--- config.mk ---
export PLATFORM = sky130hd
export DESIGN_NAME = pur_score
export DESIGN_NICKNAME = d
export VERILOG_FILES = /design/src/rtl/pur_pkg.sv /design/src/rtl/pur_score.sv
export SDC_FILE = /design/constraint.sdc
export NUM_CORES = 2
export LEC_CHECK = 0
export BUFFER_PORTS_ARGS = -buffer_cell sky130_fd_sc_hd__buf_2
export CAP_MARGIN = 5
export CORE_MARGIN = 3
export CORE_UTILIZATION = 44
export CTS_BUF_LIST = sky130_fd_sc_hd__clkbuf_8
export CTS_CLUSTER_DIAMETER = 50
export DETAILED_ROUTE_END_ITERATION = 6
export GPL_TIMING_DRIVEN = 0
export PLACE_DENSITY = 0.71
export SKIP_LAST_GASP = 1
export SLEW_MARGIN = 25
export SYNTH_ARGS = -nofsm -noshare
export SYNTH_HDL_FRONTEND = slang
export SYNTH_SLANG_ARGS = --single-unit
--- constraint.sdc ---
create_clock -name aclk -period 42 [get_ports aclk]
set_input_delay 8.4 -clock aclk [delete_from_list [all_inputs] [get_ports aclk]]
set_output_delay 8.4 -clock aclk [all_outputs]
set_load 0.005 [all_outputs]
--- src/rtl/pur_pkg.sv ---
`timescale 1ns / 1ps
// shared constants and types for the phase reliability block
// no dependencies

package pur_pkg;

    localparam int CFG_IDX_W  = 2;
    localparam int CFG_DATA_W = 13;
    localparam int FW_W       = 11;
    localparam int FH_W       = 13;
    localparam int ROW_W      = 12;

    localparam int MIN_DIM      = 3;
    localparam int HEIGHT_LIMIT = 4096;
    localparam int WIDTH_RESET  = 1024;
    localparam int HEIGHT_RESET = 1024;

    typedef logic [CFG_IDX_W-1:0] cfg_idx_t;

    localparam cfg_idx_t REG_FRAME_WIDTH  = 2'd0;
    localparam cfg_idx_t REG_FRAME_HEIGHT = 2'd1;

endpackage

--- src/rtl/pur_score.sv ---
`timescale 1ns / 1ps
// squares and sums four second differences into the reliability score
// depends on pur_pkg

module pur_score #(
    parameter int PHASE_BITS = 16,
    parameter int COL_W      = 10
) (
    input  logic                                aclk,
    input  logic                                aresetn,
    input  logic                                in_valid,
    output logic                                in_ready,
    input  logic signed [PHASE_BITS:0]          in_h,
    input  logic signed [PHASE_BITS:0]          in_v,
    input  logic signed [PHASE_BITS:0]          in_d1,
    input  logic signed [PHASE_BITS:0]          in_d2,
    input  logic [COL_W-1:0]                    in_col,
    input  logic [pur_pkg::ROW_W-1:0]           in_row,
    input  logic                                in_last,
    output logic                                out_valid,
    input  logic                                out_ready,
    output logic [2*PHASE_BITS+2:0]             out_reli,
    output logic [COL_W-1:0]                    out_col,
    output logic [pur_pkg::ROW_W-1:0]           out_row,
    output logic                                out_last
);

    localparam int SD_W   = PHASE_BITS + 1;
    localparam int SQ_W   = 2 * PHASE_BITS;
    localparam int PAIR_W = SQ_W + 1;
    localparam int SUM_W  = 2 * PHASE_BITS + 3;

    logic                        b_valid_reg, c_valid_reg, d_valid_reg, o_valid_reg;
    logic                        b_ready, c_ready, d_ready, o_ready;
    logic signed [SD_W-1:0]      b_sd_reg [4];
    logic [SQ_W-1:0]             c_sq_reg [4];
    logic [PAIR_W-1:0]           d_pair_reg [2];
    logic [SUM_W-1:0]            o_sum_reg;
    logic [COL_W-1:0]            b_col_reg, c_col_reg, d_col_reg, o_col_reg;
    logic [pur_pkg::ROW_W-1:0]   b_row_reg, c_row_reg, d_row_reg, o_row_reg;
    logic                        b_last_reg, c_last_reg, d_last_reg, o_last_reg;
    logic signed [2*SD_W-1:0]    prod [4];
    logic [PAIR_W-1:0]           pair_next [2];
    logic [SUM_W-1:0]            sum_next;

    assign o_ready  = !o_valid_reg || out_ready;
    assign d_ready  = !d_valid_reg || o_ready;
    assign c_ready  = !c_valid_reg || d_ready;
    assign b_ready  = !b_valid_reg || c_ready;
    assign in_ready = b_ready;

    always_comb begin
        for (int i = 0; i < 4; i++) begin
            prod[i] = b_sd_reg[i] * b_sd_reg[i];
        end
        pair_next[0] = {1'b0, c_sq_reg[0]} + {1'b0, c_sq_reg[1]};
        pair_next[1] = {1'b0, c_sq_reg[2]} + {1'b0, c_sq_reg[3]};
        sum_next     = SUM_W'(d_pair_reg[0]) + SUM_W'(d_pair_reg[1]);
    end

    always_ff @(posedge aclk) begin
        if (!aresetn) begin
            b_valid_reg <= 1'b0;
            c_valid_reg <= 1'b0;
            d_valid_reg <= 1'b0;
            o_valid_reg <= 1'b0;
        end else begin
            if (b_ready) begin
                b_valid_reg <= in_valid;
            end
            if (c_ready) begin
                c_valid_reg <= b_valid_reg;
            end
            if (d_ready) begin
                d_valid_reg <= c_valid_reg;
            end
            if (o_ready) begin
                o_valid_reg <= d_valid_reg;
            end
        end
    end

    always_ff @(posedge aclk) begin
        if (b_ready && in_valid) begin
            b_sd_reg[0] <= in_h;
            b_sd_reg[1] <= in_v;
            b_sd_reg[2] <= in_d1;
            b_sd_reg[3] <= in_d2;
            b_col_reg   <= in_col;
            b_row_reg   <= in_row;
            b_last_reg  <= in_last;
        end
        if (c_ready && b_valid_reg) begin
            for (int i = 0; i < 4; i++) begin
                c_sq_reg[i] <= prod[i][SQ_W-1:0];
            end
            c_col_reg  <= b_col_reg;
            c_row_reg  <= b_row_reg;
            c_last_reg <= b_last_reg;
        end
        if (d_ready && c_valid_reg) begin
            d_pair_reg[0] <= pair_next[0];
            d_pair_reg[1] <= pair_next[1];
            d_col_reg     <= c_col_reg;
            d_row_reg     <= c_row_reg;
            d_last_reg    <= c_last_reg;
        end
        if (o_ready && d_valid_reg) begin
            o_sum_reg  <= sum_next;
            o_col_reg  <= d_col_reg;
            o_row_reg  <= d_row_reg;
            o_last_reg <= d_last_reg;
        end
    end

    assign out_valid = o_valid_reg;
    assign out_reli  = o_sum_reg;
    assign out_col   = o_col_reg;
    assign out_row   = o_row_reg;
    assign out_last  = o_last_reg;

endmodule

# Word level (Yosys, flattened, before mapping)
# Memory sizes are Yosys's and may differ from the RTL's.
# Cells that the tools add are included.
# classes
n_addsub	3
mul	4
muxes	6
n_reduce_logical	12
# op_table
operator	count
17-bit by 17-bit multiplier with 32-bit output	4
32-bit by 32-bit adder with 33-bit output	2
33-bit by 33-bit adder with 34-bit output	1
1-bit 2-to-1 mux	6
1-bit logical AND	4
1-bit logical NOT	4
1-bit logical OR	4
# totals
ff_bits	131
ramBits	262
in_bits	95
out_inout_bits	60
word_cells	45
mem_count	3
# memory_table
memory	words	word_bits	rd	rd_ports_with_merged_regs	write_ports	line_no	text
c_sq_reg	4	32	4	0	4	pur_score.sv:36	logic [SQ_W-1:0] c_sq_reg [4];
b_sd_reg	4	17	4	0	4	pur_score.sv:35	logic signed [SD_W-1:0] b_sd_reg [4];
d_pair_reg	2	33	2	0	2	pur_score.sv:37	logic [PAIR_W-1:0] d_pair_reg [2];

# Depth between registers and ports, before layout
# logic_depth
depth_word	8
ltp_mapped	25
depth_no_buf	24

# Worst setup path before layout
# No wires, ideal clock.
# synth_timing
path_type	input-to-reg
startpoint	input out_ready
endpoint	register c_col_reg[0] (enable)
setup_ps	877
t_arrival_ps	19301
required_time_ps	41123
slack_ps	21822
cell_stages	3
n_path_buf	0
cell_sequence	nor2b_1 -> and2_0 -> a21boi_0
# synth_via
elab_chain_cells	4
# synth_rtl
item	line_no	text
start, declared	pur_score.sv:21	input logic out_ready,
1-bit logical OR	pur_score.sv:46	assign o_ready = !o_valid_reg || out_ready;
1-bit logical OR	pur_score.sv:47	assign d_ready = !d_valid_reg || o_ready;
1-bit logical OR	pur_score.sv:48	assign c_ready = !c_valid_reg || d_ready;
1-bit logical AND	pur_score.sv:93	if (c_ready && b_valid_reg) begin
end signal, assigned	pur_score.sv:97	c_col_reg <= b_col_reg;
end, declared	pur_score.sv:39	logic [COL_W-1:0] b_col_reg, c_col_reg, d_col_reg, o_col_reg;
# Every way passes these cells.
# A chain may end at the register's enable or synchronous reset.

# Worst setup path in the final report
# layout_timing
startpoint	input out_ready
endpoint	output in_ready
# layout_via
elab_chain_cells	4
# layout_rtl
item	line_no	text
1-bit logical OR	pur_score.sv:46	
1-bit logical OR	pur_score.sv:47	
1-bit logical OR	pur_score.sv:48	
1-bit logical OR	pur_score.sv:49	assign b_ready = !b_valid_reg || c_ready;
end, declared	pur_score.sv:12	output logic in_ready,
# Every way passes these cells.

==> impl_metrics.json <==
{
  "cts_buffer_depth": 3,
  "grt_pass1_wl_um": 197400,
  "portBuffers": 153,
  "crit_arrival_ns": 9.63,
  "dieArea_um2": 125200,
  "largest_reg_flops": 124,
  "overflow": 0,
  "yosys-top-cells-area": "fa_1, edfxtp_1, ha_1, inv_1, xnor2_1",
  "dieWidth_um": 353.8,
  "synthCells": 5039,
  "grt_use_total": 0.2004,
  "cp.required_ns": 33.60,
  "worst_pin_slew_ns": 0.8317,
  "rsz0062_at_grt": "no",
  "post_synth_instance_area_um2": 53230,
  "worst_path_largest_cell_delay_ns": 0.53,
  "cts_hold_buffers": 0,
  "grt_max_degree": 28,
  "worst_setup_path_start_kind": "primary input",
  "grt_pass1_vias": 37868,
  "synthTopCellsByCount": "inv_1, fa_1, ha_1",
  "nNetsFinal": 6838,
  "drc": 0,
  "synth-seq-cells": 388,
  "setup_tns_ns": 0,
  "drt_iter0_drc": 2151,
  "wirelength_um": 120100,
  "dp_hpwl_um": 100700,
  "ys_types": 77,
  "clk_pin_slew_worst_paths_ns": 0.06,
  "slowest_stage": "and2_0",
  "cts_resized": 0,
  "wire_per_inst_um": 17.28,
  "postCtsSetupRepairBufs": 0,
  "status": "completed",
  "syn-mean-instance-area_um2": 10.56,
  "path_cells": "buf_2 > nor2b_1 > and2_0 > nand3_1 > buf_2",
  "r2r_setup_slack_ns": 33.88,
  "crit_type": "in2out",
  "initial_core_util": 0.4472,
  "period_needed_ns": 18.03,
  "drive_gt1_frac": 0.06169,
  "period_share": 0.4293,
  "die_h_um": 353.8,
  "syn_to_final_growth_pct": 9.087,
  "globalplace.congestion": 0.9159,
  "cp_max_fo": 6,
  "hold_viol": 0,
  "cts_buffers": 75,
  "antenna_found_initial": 4,
  "root_buffer": "clkbuf_8",
  "hold_class": "reg2reg",
  "vias_per_cell": 4.991,
  "cts_tree": "done",
  "htree_levels": 3,
  "clk_latency_ns": 0.76,
  "ys_seq_area_frac": 0.2181,
  "synth_warnings": 0,
  "crit_end": "in_ready",
  "critPathMostFrequentCell": "buf_2",
  "max-cap-violations": 0,
  "floorplan.rows": 126,
  "skew_ns": 0.05595,
  "report.final.slew_viol_count": 0,
  "r2r_cells": 22,
  "vias": 34691,
  "worst_r2r_startpoint": "b_sd_reg[0][2]",
  "synth_nets": 6589,
  "yosysMostFrequentCell": "inv_1",
  "cp-end-kind": "output pin",
  "synthArstFlopShare": 0,
  "setup_viol": 0,
  "relSlewSlack": 0.4455,
  "dr.pass1.iters": 5,
  "ant_nets": 0,
  "yosysTopAreaCell": "fa_1",
  "boundaryPins": 155,
  "cp-startpoint": "out_ready",
  "clkSinkCount": 388,
  "core_area_um2": 119000,
  "synth-edff-count": 384,
  "yosys.area.top_type_share": 0.3851,
  "fmax_ghz": 0.05547,
  "rr_endpoint": "c_sq_reg[0][31]",
  "ys.flop_type": "edfxtp_1"
}
==> kinds of logic (layout without fill, tap and decap cells) <==
logic type                 count (synthesis)  after routing  share of synthesized area
DFF                                      388            388                     0.2181
buffers and inverters                   1477           1787                     0.1042
other                                      1              3                 0.00007044
muxes                                      7              7                   0.001410
and+or+nand+nor                          977            977                    0.08868
xor gates and xnor gates                 264            264                    0.04344
adders and majority gates               1455           1455                     0.4864
AOI/OAI and AO/OA                        470            470                    0.05768
==> cell usage in the layout (no fill, tap or decap), types with 63 or more instances in the layout <==
| master | Yosys | final |
|---|---|---|
| clkbuf_1 | 99 | 99 |
| o21ai_0 | 69 | 69 |
| nand2_1 | 380 | 380 |
| fa_1 | 1024 | 1024 |
| clkbuf_8 | 0 | 75 |
| edfxtp_1 | 384 | 384 |
| xnor2_1 | 201 | 201 |
| xor2_1 | 63 | 63 |
| inv_1 | 1377 | 1388 |
| buf_2 | 0 | 153 |
| a21oi_1 | 153 | 153 |
| and2_1 | 215 | 215 |
| ha_1 | 431 | 431 |
| nor2_1 | 159 | 159 |
==> cell type report <==
class                      count  area (µm²)
antenna                        2       5.005
buffer                       100       379.1
clock buffer                  75        1032
clock inverter                63       503.0
fill                       10755       60960
inverter                    1377        5169
multi-input combinational   3174       36120
sequential                   388       11610
tap                         1600        2002
timing repair buffer         172        1254
==> through the flow <==
step	worst slack, ns	instances	cell area (µm²)	util	hold WS (ns)
final	23.97	6951	58070	0.4879	0.3910
after detailed placement	23.98	6811	56530	0.4749	0.4045
after CTS	23.97	6949	58070	0.4878	0.3889
after global routing	23.87	6951	58070	0.4879	0.4014
after global placement	17.35	6792	56000	0.4705	0.4001
after floorplan	21.82	5039	53230	-	0.4003
==> worst min-delay path by stage <==
stage | startpoint | endpoint | slack [ns] | cells past startpoint
2_1_floorplan | b_col_reg[0] | c_col_reg[0] | 0.40 | 0
3_3_place_gp | d_row_reg[8] | out_row[8] | 0.40 | 0
3_5_place_dp | b_col_reg[1] | c_col_reg[1] | 0.40 | 0
4_1_cts | b_col_reg[1] | c_col_reg[1] | 0.39 | 0
5_1_grt | b_col_reg[1] | c_col_reg[1] | 0.40 | 0
6_report | b_col_reg[1] | c_col_reg[1] | 0.39 | 0
==> critical path: cells and delay by family <==
family	cells	cell delay, ns
and+or+nand+nor	3	0.96
buffers and inverters	2	0.26
==> routing by layer <==
| metal | GRT usage | part of all wire | up-vias | routed length, µm |
|---|---|---|---|---|
| li1 | - | - | 15870 | - |
| met1 | 0.2769 | 0.43 | 17481 | 51740 |
| met2 | 0.3115 | 0.45 | 1103 | 54300 |
| met3 | 0.04755 | 0.084 | 237 | 10070 |
| met4 | 0.06683 | 0.033 | 0 | 4024 |
| met5 | 0 | 0 | - | 0 |
Power is not shown: default switching activity piles up to over one toggle a cycle in this logic, so the estimate is an artifact.
